[src/hdl/stick_channel_payload_framer_core_defines.svh]
// ----------------------------------------------------------------------------
// Stick channel payload framer - assertion macros
// Shared concurrent assertion helpers for the framer RTL.
// ----------------------------------------------------------------------------
`ifndef STICK_CHANNEL_PAYLOAD_FRAMER_CORE_DEFINES_SVH
`define STICK_CHANNEL_PAYLOAD_FRAMER_CORE_DEFINES_SVH

// Same-cycle implication, checked outside reset
`define SCPF_ASSERT_NOW(lbl, clk, rst_n, ante, cons, msg) \
    lbl: assert property (@(posedge clk) disable iff (!rst_n) (ante) |-> (cons)) \
        else $error(msg);

// Next-cycle implication, checked outside reset
`define SCPF_ASSERT_NEXT(lbl, clk, rst_n, ante, cons, msg) \
    lbl: assert property (@(posedge clk) disable iff (!rst_n) (ante) |=> (cons)) \
        else $error(msg);

`endif

[src/hdl/scpf_pkg.sv]
// ----------------------------------------------------------------------------
// scpf_pkg
// Types and constants shared by the stick channel payload framer.
// ----------------------------------------------------------------------------
`default_nettype none

package scpf_pkg;

    localparam int CHANNEL_COUNT = 4;
    localparam int CH_W          = 11;
    localparam int SPAN_W        = 10;
    localparam int VAL_W         = 16;
    localparam int PROD_W        = VAL_W + SPAN_W + 1;
    localparam int RAW_W         = CH_W + 2;
    localparam int FLAGS_W       = 32;
    localparam int AXIS_W        = 3;
    localparam int CFG_IDX_W     = 3;
    localparam int CFG_DATA_W    = 32;
    localparam int WORD_W        = 64;
    localparam int ROUND_SHIFT   = 14;

    // Channel field offsets inside the packed word, and the fixed marker bit
    localparam int CH_SHIFT [CHANNEL_COUNT] = '{8, 19, 30, 41};
    localparam int MARK_BIT = 62;

    // Frame layout
    localparam int FRAME_LEN = 18;
    localparam int CNT_W     = 5;
    localparam logic [CNT_W-1:0] BYTE_LEN_POS   = CNT_W'(1);
    localparam logic [CNT_W-1:0] BYTE_FLAGS_POS = CNT_W'(10);
    localparam logic [CNT_W-1:0] BYTE_TAIL_POS  = CNT_W'(14);
    localparam logic [CNT_W-1:0] BYTE_LAST_POS  = CNT_W'(FRAME_LEN - 1);
    localparam logic [CNT_W-1:0] BYTE_WORD_POS  = CNT_W'(2);
    localparam logic [7:0] HDR_ID  = 8'h01;
    localparam logic [7:0] HDR_LEN = 8'd13;
    localparam logic [7:0] TAIL_BYTES [4] = '{8'h06, 8'h55, 8'h01, 8'h04};

    // Register indexes
    localparam logic [CFG_IDX_W-1:0] REG_CENTER = 3'd0;
    localparam logic [CFG_IDX_W-1:0] REG_SPAN   = 3'd1;
    localparam logic [CFG_IDX_W-1:0] REG_FLAGS  = 3'd2;
    localparam logic [CFG_IDX_W-1:0] REG_SLOT0  = 3'd3;
    localparam logic [CFG_IDX_W-1:0] REG_SLOT1  = 3'd4;
    localparam logic [CFG_IDX_W-1:0] REG_SLOT2  = 3'd5;
    localparam logic [CFG_IDX_W-1:0] REG_SLOT3  = 3'd6;

    // Axis codes; anything else selects zero
    localparam logic [AXIS_W-1:0] AXIS_ROLL     = 3'd0;
    localparam logic [AXIS_W-1:0] AXIS_PITCH    = 3'd1;
    localparam logic [AXIS_W-1:0] AXIS_YAW      = 3'd2;
    localparam logic [AXIS_W-1:0] AXIS_THROTTLE = 3'd3;
    localparam logic [AXIS_W-1:0] AXIS_ZERO     = 3'd4;

    // Reset values
    localparam logic [CH_W-1:0]    CENTER_RST = 11'd1024;
    localparam logic [SPAN_W-1:0]  SPAN_RST   = 10'd660;
    localparam logic [FLAGS_W-1:0] FLAGS_RST  = 32'd0;

    typedef logic signed [VAL_W-1:0]  t_q14;
    typedef logic signed [PROD_W-1:0] t_prod;
    typedef logic signed [RAW_W-1:0]  t_raw;

    typedef struct packed {
        logic [CH_W-1:0]   center;
        logic [SPAN_W-1:0] span;
        logic [CHANNEL_COUNT-1:0][AXIS_W-1:0] slot_axis;
    } t_cfg;

    // Packed word handed from the datapath to the serializer
    typedef struct packed {
        logic              valid;
        logic [WORD_W-1:0] word;
    } t_word_out;

endpackage

`default_nettype wire

[src/hdl/scpf_datapath.sv]
// ----------------------------------------------------------------------------
// scpf_datapath
// Four-stage channel pipeline: axis select, scale, round, clamp and pack.
// ----------------------------------------------------------------------------
`default_nettype none

`include "stick_channel_payload_framer_core_defines.svh"

module scpf_datapath (
    input  wire logic                 i_clk,
    input  wire logic                 i_rst_n,
    input  wire scpf_pkg::t_cfg       i_cfg,
    input  wire logic                 i_in_valid,
    input  wire scpf_pkg::t_q14 [3:0] i_axes,
    output logic                      o_in_free,
    output scpf_pkg::t_word_out       o_out,
    input  wire logic                 i_out_ready
);

    localparam int N = scpf_pkg::CHANNEL_COUNT;

    logic r_v1, r_v2, r_v3, r_v4;
    scpf_pkg::t_q14  r_sel  [N];
    scpf_pkg::t_prod r_prod [N];
    scpf_pkg::t_raw  r_raw  [N];
    logic [scpf_pkg::WORD_W-1:0] r_word;

    scpf_pkg::t_q14  n_sel  [N];
    scpf_pkg::t_prod n_prod [N];
    scpf_pkg::t_raw  n_raw  [N];
    logic [scpf_pkg::WORD_W-1:0] n_word;

    logic free4, free3, free2, free1, load1;

    // Stage advance: a stage moves when the one after it is empty or moving
    assign free4 = !r_v4 || i_out_ready;
    assign free3 = !r_v3 || free4;
    assign free2 = !r_v2 || free3;
    assign free1 = !r_v1 || free2;
    assign load1 = i_in_valid && free1;
    assign o_in_free = free1;

    // Select the axis for each slot
    always_comb begin
        for (int i = 0; i < N; i++) begin
            unique case (i_cfg.slot_axis[i])
                scpf_pkg::AXIS_ROLL:     n_sel[i] = i_axes[0];
                scpf_pkg::AXIS_PITCH:    n_sel[i] = i_axes[1];
                scpf_pkg::AXIS_YAW:      n_sel[i] = i_axes[2];
                scpf_pkg::AXIS_THROTTLE: n_sel[i] = i_axes[3];
                default:                 n_sel[i] = '0;
            endcase
        end
    end

    // Scale by span
    always_comb begin
        for (int i = 0; i < N; i++) begin
            n_prod[i] = r_sel[i] * $signed({1'b0, i_cfg.span});
        end
    end

    // Round half away from zero and add center
    always_comb begin
        logic                       neg;
        logic [scpf_pkg::PROD_W-1:0] mag;
        logic [scpf_pkg::PROD_W-1:0] sum;
        logic [scpf_pkg::RAW_W-2:0]  q;
        for (int i = 0; i < N; i++) begin
            neg = r_prod[i][scpf_pkg::PROD_W-1];
            mag = neg ? scpf_pkg::PROD_W'(-r_prod[i]) : scpf_pkg::PROD_W'(r_prod[i]);
            sum = mag + scpf_pkg::PROD_W'(1 << (scpf_pkg::ROUND_SHIFT - 1));
            q   = sum[scpf_pkg::ROUND_SHIFT +: (scpf_pkg::RAW_W - 1)];
            n_raw[i] = $signed({2'b00, i_cfg.center})
                     + (neg ? -$signed({1'b0, q}) : $signed({1'b0, q}));
        end
    end

    // Clamp to center +/- span, mask and pack
    always_comb begin
        scpf_pkg::t_raw hi;
        scpf_pkg::t_raw lo;
        scpf_pkg::t_raw v;
        hi = $signed({2'b00, i_cfg.center}) + $signed({3'b000, i_cfg.span});
        lo = $signed({2'b00, i_cfg.center}) - $signed({3'b000, i_cfg.span});
        n_word = '0;
        n_word[scpf_pkg::MARK_BIT] = 1'b1;
        for (int i = 0; i < N; i++) begin
            v = r_raw[i];
            if (v > hi) begin
                v = hi;
            end
            if (v < lo) begin
                v = lo;
            end
            n_word[scpf_pkg::CH_SHIFT[i] +: scpf_pkg::CH_W] = v[scpf_pkg::CH_W-1:0];
        end
    end

    // Valid bits
    always_ff @(posedge i_clk) begin
        if (!i_rst_n) begin
            r_v1 <= 1'b0;
            r_v2 <= 1'b0;
            r_v3 <= 1'b0;
            r_v4 <= 1'b0;
        end else begin
            if (free4) r_v4 <= r_v3;
            if (free3) r_v3 <= r_v2;
            if (free2) r_v2 <= r_v1;
            if (free1) r_v1 <= i_in_valid;
        end
    end

    // Payload registers, held while the stage is stalled
    always_ff @(posedge i_clk) begin
        if (load1) r_sel <= n_sel;
        if (free2 && r_v1) r_prod <= n_prod;
        if (free3 && r_v2) r_raw <= n_raw;
        if (free4 && r_v3) r_word <= n_word;
    end

    assign o_out.valid = r_v4;
    assign o_out.word  = r_word;

    `SCPF_ASSERT_NEXT(a_stall_hold, i_clk, i_rst_n, r_v4 && !i_out_ready, r_v4 && $stable(r_word), "stalled word changed")
    `SCPF_ASSERT_NEXT(a_accept_fills, i_clk, i_rst_n, load1, r_v1, "accepted item not in first stage")

endmodule

`default_nettype wire

[src/hdl/scpf_serializer.sv]
// ----------------------------------------------------------------------------
// scpf_serializer
// Emits the 18-byte payload for each packed word, one byte per cycle.
// ----------------------------------------------------------------------------
`default_nettype none

`include "stick_channel_payload_framer_core_defines.svh"

module scpf_serializer (
    input  wire logic                          i_clk,
    input  wire logic                          i_rst_n,
    input  wire scpf_pkg::t_word_out           i_word,
    output logic                               o_ready,
    input  wire logic [scpf_pkg::FLAGS_W-1:0]  i_flags,
    output logic [7:0]                         o_byte,
    output logic                               o_last,
    output logic                               o_valid
);

    logic                         r_active;
    logic [scpf_pkg::CNT_W-1:0]   r_cnt;
    logic [scpf_pkg::WORD_W-1:0]  r_word;
    logic                         at_last, load;
    logic [scpf_pkg::CNT_W-1:0]   off_word, off_flags, off_tail;

    assign at_last = r_active && (r_cnt == scpf_pkg::BYTE_LAST_POS);
    assign o_ready = !r_active || at_last;
    assign load    = i_word.valid && o_ready;

    // Advance the byte counter, reload on the final byte
    always_ff @(posedge i_clk) begin
        if (!i_rst_n) begin
            r_active <= 1'b0;
            r_cnt    <= '0;
        end else if (load) begin
            r_active <= 1'b1;
            r_cnt    <= '0;
        end else if (at_last) begin
            r_active <= 1'b0;
            r_cnt    <= '0;
        end else if (r_active) begin
            r_cnt <= r_cnt + scpf_pkg::CNT_W'(1);
        end
    end

    always_ff @(posedge i_clk) begin
        if (load) r_word <= i_word.word;
    end

    // Pick the byte for the current position
    assign off_word  = r_cnt - scpf_pkg::BYTE_WORD_POS;
    assign off_flags = r_cnt - scpf_pkg::BYTE_FLAGS_POS;
    assign off_tail  = r_cnt - scpf_pkg::BYTE_TAIL_POS;

    always_comb begin
        priority if (r_cnt == '0) begin
            o_byte = scpf_pkg::HDR_ID;
        end else if (r_cnt == scpf_pkg::BYTE_LEN_POS) begin
            o_byte = scpf_pkg::HDR_LEN;
        end else if (r_cnt < scpf_pkg::BYTE_FLAGS_POS) begin
            o_byte = r_word[{off_word[2:0], 3'b000} +: 8];
        end else if (r_cnt < scpf_pkg::BYTE_TAIL_POS) begin
            o_byte = i_flags[{off_flags[1:0], 3'b000} +: 8];
        end else begin
            o_byte = scpf_pkg::TAIL_BYTES[off_tail[1:0]];
        end
    end

    assign o_valid = r_active;
    assign o_last  = at_last;

    `SCPF_ASSERT_NEXT(a_load_starts, i_clk, i_rst_n, load, r_active && (r_cnt == '0), "word load did not restart frame")
    `SCPF_ASSERT_NEXT(a_count_steps, i_clk, i_rst_n, r_active && !at_last, r_active && (r_cnt == $past(r_cnt) + 5'd1), "byte counter skipped")

endmodule

`default_nettype wire

[src/hdl/stick_channel_payload_framer_core.sv]
// ----------------------------------------------------------------------------
// stick_channel_payload_framer_core
// Maps four Q2.14 stick values onto four 11-bit channels, packs them and
// frames them with the flags word into an 18-byte payload.
// ----------------------------------------------------------------------------
//  channel  | ports                                      | handshake
//  ---------+--------------------------------------------+------------------
//  sticks   | i_roll/pitch/yaw/throttle_value            | i_start, o_busy
//  payload  | o_frame_byte, o_frame_last                 | o_frame_valid
//  config   | i_cfg_index, i_cfg_wdata                   | i_cfg_we
//
// A word is taken when i_start is high and o_busy is low. The channel
// pipeline has four stages (select, scale, round, pack), and the serializer
// registers each packed word before sending its first payload byte; the 18
// bytes follow on consecutive cycles.
// The sustained word rate is set by the byte-wide payload port; up to four
// further words queue in the pipeline while a frame is sent.
// Reset is synchronous, clears control state and restores the default config.
// The payload receiver cannot stall; o_busy rises only when the pipeline fills.
// ----------------------------------------------------------------------------
`default_nettype none

module stick_channel_payload_framer_core (
    input  wire logic                              i_clk,
    input  wire logic                              i_rst_n,
    input  wire logic                              i_start,
    output logic                                   o_busy,
    input  wire logic signed [15:0]                i_roll_value,
    input  wire logic signed [15:0]                i_pitch_value,
    input  wire logic signed [15:0]                i_yaw_value,
    input  wire logic signed [15:0]                i_throttle_value,
    output logic                                   o_frame_valid,
    output logic [7:0]                             o_frame_byte,
    output logic                                   o_frame_last,
    input  wire logic                              i_cfg_we,
    input  wire logic [scpf_pkg::CFG_IDX_W-1:0]    i_cfg_index,
    input  wire logic [scpf_pkg::CFG_DATA_W-1:0]   i_cfg_wdata
);

    logic [scpf_pkg::CH_W-1:0]    r_center;
    logic [scpf_pkg::SPAN_W-1:0]  r_span;
    logic [scpf_pkg::FLAGS_W-1:0] r_flags;
    logic [scpf_pkg::CHANNEL_COUNT-1:0][scpf_pkg::AXIS_W-1:0] r_slot;

    scpf_pkg::t_cfg       cfg;
    scpf_pkg::t_q14 [3:0] axes;
    scpf_pkg::t_word_out  dp_out;
    logic                 in_free, ser_ready;

    // Configuration registers
    always_ff @(posedge i_clk) begin
        if (!i_rst_n) begin
            r_center <= scpf_pkg::CENTER_RST;
            r_span   <= scpf_pkg::SPAN_RST;
            r_flags  <= scpf_pkg::FLAGS_RST;
            r_slot[0] <= scpf_pkg::AXIS_ROLL;
            r_slot[1] <= scpf_pkg::AXIS_PITCH;
            r_slot[2] <= scpf_pkg::AXIS_YAW;
            r_slot[3] <= scpf_pkg::AXIS_THROTTLE;
        end else if (i_cfg_we) begin
            unique case (i_cfg_index)
                scpf_pkg::REG_CENTER: r_center  <= i_cfg_wdata[scpf_pkg::CH_W-1:0];
                scpf_pkg::REG_SPAN:   r_span    <= i_cfg_wdata[scpf_pkg::SPAN_W-1:0];
                scpf_pkg::REG_FLAGS:  r_flags   <= i_cfg_wdata[scpf_pkg::FLAGS_W-1:0];
                scpf_pkg::REG_SLOT0:  r_slot[0] <= i_cfg_wdata[scpf_pkg::AXIS_W-1:0];
                scpf_pkg::REG_SLOT1:  r_slot[1] <= i_cfg_wdata[scpf_pkg::AXIS_W-1:0];
                scpf_pkg::REG_SLOT2:  r_slot[2] <= i_cfg_wdata[scpf_pkg::AXIS_W-1:0];
                scpf_pkg::REG_SLOT3:  r_slot[3] <= i_cfg_wdata[scpf_pkg::AXIS_W-1:0];
                default: ;
            endcase
        end
    end

    assign cfg.center    = r_center;
    assign cfg.span      = r_span;
    assign cfg.slot_axis = r_slot;

    assign axes[0] = i_roll_value;
    assign axes[1] = i_pitch_value;
    assign axes[2] = i_yaw_value;
    assign axes[3] = i_throttle_value;

    assign o_busy = !in_free;

    scpf_datapath u_datapath (
        .i_clk       (i_clk),
        .i_rst_n     (i_rst_n),
        .i_cfg       (cfg),
        .i_in_valid  (i_start),
        .i_axes      (axes),
        .o_in_free   (in_free),
        .o_out       (dp_out),
        .i_out_ready (ser_ready)
    );

    scpf_serializer u_serializer (
        .i_clk   (i_clk),
        .i_rst_n (i_rst_n),
        .i_word  (dp_out),
        .o_ready (ser_ready),
        .i_flags (r_flags),
        .o_byte  (o_frame_byte),
        .o_last  (o_frame_last),
        .o_valid (o_frame_valid)
    );

endmodule

`default_nettype wire

[config.mk]
export PLATFORM = sky130hd
export DESIGN_NAME = stick_channel_payload_framer_core
export DESIGN_NICKNAME = d
export VERILOG_FILES = /design/src/hdl/scpf_pkg.sv /design/src/hdl/scpf_datapath.sv /design/src/hdl/scpf_serializer.sv /design/src/hdl/stick_channel_payload_framer_core.sv
export VERILOG_INCLUDE_DIRS = /design/src /design/src/hdl
export SDC_FILE = /design/constraint.sdc
export NUM_CORES = 2
export LEC_CHECK = 0
export ABC_AREA = 1
export BUFFER_PORTS_ARGS = -buffer_cell sky130_fd_sc_hd__buf_2
export CAP_MARGIN = 20
export CORE_MARGIN = 4
export CORE_UTILIZATION = 49
export DETAILED_ROUTE_END_ITERATION = 6
export MAX_ROUTING_LAYER = met4
export PLACE_DENSITY = 0.66
export SLEW_MARGIN = 25
export SYNTH_ARGS = -nofsm -noshare
export SYNTH_HDL_FRONTEND = slang
export SYNTH_SLANG_ARGS = --single-unit
[constraint.sdc]
create_clock -name i_clk -period 13.3 [get_ports i_clk]
set_input_delay 1.33 -clock i_clk [delete_from_list [all_inputs] [get_ports i_clk]]
set_output_delay 1.33 -clock i_clk [all_outputs]
set_load 0.01 [all_outputs]
== Word level (Yosys, flattened, before mapping) ==
Cells that the tools add are included.

* Logic and storage cells: 149
* Register bits after elaboration: 387
* Bits of input ports: 103
* Output and inout port bits: 11

* Add/sub/neg operators: 22
* Reductions and logical operators: 32
* $lt $le $gt $ge: 11
* Shifts and indexed selects: 2
* Mux-type cells: 29
* Multipliers: 4
* Bitwise operators: 2
* Equal/unequal tests: 20

{| class="wikitable"
|+ Operators by type and width
! operator !! count
|-
| one-hot mux 16 bit (4 select lines) || 4
|-
| multiplier 16 x 11 -> 27 bit || 4
|-
| adder 26 x 14 -> 26 bit (second input constant) || 4
|-
| 2-to-1 mux 13 bit || 8
|-
| 2-to-1 mux 26 bit || 4
|-
| negation 26 bit || 4
|-
| indexed part select 64 x 7 -> 8 bit || 1
|-
| adder 12 x 13 -> 13 bit || 4
|-
| > comparator 13 bit || 4
|-
| < comparator 13 x 12 -> 1 bit || 4
|-
| negation 12 -> 13 bit || 4
|-
| 2-to-1 mux 8 bit || 6
|-
| 2-to-1 mux 11 bit || 4
|-
| indexed part select 32 x 6 -> 8 bit || 1
|-
| equality test 3 x 2 -> 1 bit (second input constant) || 10
|-
| binary-select mux 8 bit (select 2 bit) || 1
|-
| equality test 3 x 1 -> 1 bit (second input constant) || 5
|-
| zero test 3 bit || 5
|-
| AND reduction 2 bit || 7
|-
| adder 11 x 10 -> 12 bit || 1
|-
| subtractor 11 x 10 -> 12 bit || 1
|-
| < comparator 5 x 4 -> 1 bit (second input constant) || 2
|-
| equality test 3 bit (second input constant) || 3
|-
| logical AND 1 bit || 6
|-
| other kinds (14) || 25
|}

== Logic depth before layout (Yosys ltp) ==
* Word-level depth: 9
* Depth in mapped cells: 38
* Depth with buffers taken out: 34

== Hierarchy ==
A second synthesis with hierarchy kept.

* Cells, all modules: 6400
* Area, all modules: 50903.8 um2

{| class="wikitable"
|+ Modules (own cells, without submodules)
! module !! cells an instance !! instances !! sequential area each (um2) !! area an instance (um2)
|-
| scpf_datapath || 5653 || 1 || 8127.8 || 44796.7
|-
| scpf_serializer || 352 || 1 || 2042.0 || 3385.7
|-
| stick_channel_payload_framer_core || 395 || 1 || 1301.2 || 2721.4
|}

== Worst setup path before layout ==
No wires, ideal clock.

* Path kind: register to register
* Start point: register u_serializer.r_cnt[1] (netlist bit)
* End point: register u_datapath.r_prod[0] (netlist bit) (enable)
* Clock period less this slack: 6.582 ns
* Library setup time: 0.578 ns
* Cell stages (with the launch flop): 12
* Buffers on the path: 1
* Slack: 6.718 ns
* Required time: 12.722 ns
* Data arrival time: 6.004 ns
* Path through: dfxtp_1 > inv_1 > clkbuf_1 > ha_1 > nand3_1 > nand2_1 > nor2_1 > inv_1 > nor2_1 > inv_1 > nor2_1 > nor2_1

* Cells in the longest elaborated chain, start to end: 7

{| class="wikitable"
|+ Ends and longest elaborated chain
! element !! line !! source
|-
| start, declared || scpf_serializer.sv:21 || <nowiki>logic [scpf_pkg::CNT_W-1:0] r_cnt;</nowiki>
|-
| start signal, assigned || scpf_serializer.sv:42 || <nowiki>r_cnt <= r_cnt + scpf_pkg::CNT_W'(1);</nowiki>
|-
| equality test 5 bit || scpf_serializer.sv:26 || <nowiki>assign at_last = r_active && (r_cnt == scpf_pkg::BYTE_LAST_POS);</nowiki>
|-
| logical AND 1 bit || scpf_serializer.sv:26 ||
|-
| logical OR 1 bit || scpf_serializer.sv:27 || <nowiki>assign o_ready = !r_active || at_last;</nowiki>
|-
| logical OR 1 bit || scpf_datapath.sv:36 || <nowiki>assign free4 = !r_v4 || i_out_ready;</nowiki>
|-
| logical OR 1 bit || scpf_datapath.sv:37 || <nowiki>assign free3 = !r_v3 || free4;</nowiki>
|-
| logical OR 1 bit || scpf_datapath.sv:38 || <nowiki>assign free2 = !r_v2 || free3;</nowiki>
|-
| logical AND 1 bit || scpf_datapath.sv:118 || <nowiki>if (free2 && r_v1) r_prod <= n_prod;</nowiki>
|-
| end signal, assigned || scpf_datapath.sv:118 ||
|-
| end, declared || scpf_datapath.sv:24 || <nowiki>scpf_pkg::t_prod r_prod [N];</nowiki>
|}

No other way between the ends.
A chain may end at the register's enable or synchronous reset.

==> key figures <==
Run status
  • Status: finished, final reports clean

STA
  • Worst Max-Slew Pin Slew: 1.03 ns
  • Maximum operating frequency: 155 MHz
  • Final setup fails: 0
  • Setup TNS: 0 ns
  • Final worst slack: 6.85 ns
  • RSZ-0062 raised after global routing: false
  • Final min period: 6.45 ns
  • Max Clock Skew: 0.0224 ns
  • Fin crit share: 48.5%
  • Post-Route Hold Slack: 0.409 ns
  • Final Hold Viols: 0
  • Final Max Tran Viols: 0
  • Normalized max-slew margin: 31.4%

Clock tree
  • H-tree Lvls: 2
  • # resized after CTS: 0
  • Clock Path Buffers: 3
  • CTS tree: yes
  • Sink Count: 387
  • Worst-skew pair later-pin latency: 0.61 ns
  • CTS clk-pin slew, worst paths: 0.06 ns
  • CTS Buf Count: 46
  • # hold bufs at CTS: 0
  • Postcts setup bufs: 0
  • Root Driver: clkbuf_16

Power
  • Tot Pwr: 10.6 mW
  • Pleak: 27.2 nW
  • VDD IR-drop max: 0.141 mV
  • Pwr per Cell Area: 203 nW/um2

Routing
  • DR DRC count: 0
  • WL final: 126 mm
  • Number of routed nets with antenna violations: 0
  • DR WL/cell: 16.8 um
  • DR pass1 iterations: 6
  • Vias: 39300
  • Vias/cell: 5.24
  • Detailed Route Iter0 Violations: 2720

GRT
  • Global route total overflow: 0
  • Global-route wire length before repair: 207 mm
  • Largest net degree at the start of global routing: 76
  • Vias in the first global route: 39700
  • Overall Global Routing Usage: 24.8%
  • Initial antenna violation count: 1

Place
  • Buffers added on ports: 113
  • Pre-CTS setup slack: 6.90 ns
  • DP HPWL: 99.5 mm
  • GPL Wtd Cong: 0.939

Logic synthesis
  • Seq cells post-synth: 387
  • Post-synth EDFFs: 312
  • Synth unique cells: 59
  • Cells after synthesis: 6175
  • Asr flop ratio synth: 0%
  • Synth top area share: 23.8%
  • Synth area leaders: fa_1, edfxtp_1, inv_1
  • Synth Area per Inst: 7.98 um2
  • Most used DFF post-synth: edfxtp_1
  • Synthesized area: 49300 um2
  • YS warnings: 0
  • Sequential-to-total area share from yosys stat: 22.1%
  • Synth area leader: fa_1
  • Mapped Nets: 7274

Floorplanning
  • Die Height: 325 um
  • Die X: 325 um
  • Ports: 114
  • Cell Rows: 116
  • Core Box Area: 100000 um2
  • DIE AREA: 106000 um2
  • Initial Utilization: 49.3%

Run
  • Max_cap viols: 0

Layout
  • Final Net Count: 7263
  • Final core occ: 52.5%
  • Most common cell after layout, fill and taps aside: inv_1
  • Most frequent cells in the layout: inv_1, nand2_1, fa_1, ha_1, nor2_1
  • Share of layout cells above drive strength 1: 4.97%
  • Number of diodes: 0
  • P&R area growth vs syn: 6.46%

Setup path
  • Worst Path Required: 13.66 ns
  • CP Class: reg -> reg
  • Crit Reg-Reg Startpoint: r_span[2]
  • Data arrival, critical path: 6.81 ns
  • Critical path startpoint: r_span[2]
  • Crit path capture type: flop
  • Setup crit start kind: flop
  • Worst-path maximum fanout: 55
  • Worst reg-to-reg path cell count: 19

Min path
  • Worst Hold Class: reg -> reg
  • Min-delay src: u_datapath.r_word[8]
  • Hold Path Cell Cnt: 0
## routing by layer
layer	part of all wire, %	track usage, %	vias to the layer above
li1	-	-	19100
met1	44	32.5	18800
met2	46	40.6	1133
met3	5.7	2.75	228
met4	3.4	7.93	0
met5	0	-	-
## worst max-delay path, cell delays in order (launching register included)
cell     delay [ns]
dfxtp_2        0.49
buf_4          0.67
nand2_1        0.17
fa_1           0.57
inv_1          0.05
fa_1           0.49
inv_1          0.05
fa_1           0.55
fa_1           0.43
fa_1           0.49
inv_1          0.04
ha_1           0.33
nand2_1        0.06
o21ai_0        0.30
a31oi_1        0.18
o21ai_0        0.40
a21oi_1        0.20
o21ai_0        0.38
a31oi_1        0.15
xor2_1         0.16
## final timing paths
| path | end | slack, ns |
|---|---|---|
| max | u_datapath.r_prod[51] | 6.85 |
| min reg2reg | u_serializer.r_word[8] | 0.41 |
| min | u_serializer.r_word[8] | 0.41 |
| max reg2reg | u_datapath.r_prod[51] | 6.85 |
## final cells by class
class                   instances  area (um2)
inverters                    1468        5510
clock buffers                  52        1190
multi-input cells            4114       32100
well taps                    1298        1620
flip-flops and latches        387       10900
fillers                      9380       47500
clock inverters                32         284
repair buffers                147         852
## kinds of logic after synthesis
family                     Yosys count  synth area share, %
buffers and inverters             1674                 12.8
xor gates and xnor gates           221                 3.94
DFF                                387                 22.1
and+or+nand+nor                   2212                 18.7
AOI/OAI and AO/OA                  685                 8.24
adders and majority gates          996                 34.2
## cell usage after synthesis (4+ instances only)
cell,n
a211oi_1,10
a21o_1,14
a21oi_1,232
a221oi_1,6
a22oi_1,4
a31oi_1,17
and3_1,5
buf_1,68
buf_2,6
buf_6,4
clkbuf_1,128
dfxtp_1,75
edfxtp_1,312
fa_1,586
ha_1,410
inv_1,1456
inv_2,10
nand2_1,1421
nand2_2,18
nand2_4,12
nand3_1,273
nand3_2,6
nand3b_1,23
nand4_1,53
nor2_1,342
nor2_2,10
nor3_1,24
o211ai_1,13
o21a_1,5
o21ai_0,206
o21ai_1,6
o21bai_1,11
o221ai_1,72
o22ai_1,65
o31ai_1,8
or2_2,6
xnor2_1,70
xor2_1,150
## registers in the layout (all words and copies together), names as in the netlist
| name | count |
|---|---|
| u_datapath.r_prod | 108 |
| u_datapath.r_sel | 64 |
| u_datapath.r_raw | 52 |
| u_datapath.r_word | 44 |
| u_serializer.r_word | 44 |
| r_flags | 32 |
| cfg | 12 |
| r_center | 11 |
| r_span | 10 |
| u_serializer.r_cnt | 5 |
| u_datapath.r_v1 | 1 |
| u_datapath.r_v2 | 1 |
| u_datapath.r_v3 | 1 |
| u_datapath.r_v4 | 1 |
| u_serializer.o_valid | 1 |
## metrics by stage
stage / cells / instance area (um2)
2_1_floorplan: 6175 / 49300
3_3_place_gp: 7411 / 50900
3_5_place_dp: 7411 / 50900
4_1_cts: 7495 / 52400
5_1_grt: 7498 / 52500
6_report: 7498 / 52500
## power by group
group | switching, mW | internal [mW]
combinational | 4.43 | 2.79
clock | 0.538 | 0.710
sequential | 0.256 | 1.92
total | 5.22 | 5.42
No activity file was read; power rests on OpenSTA's default activity.
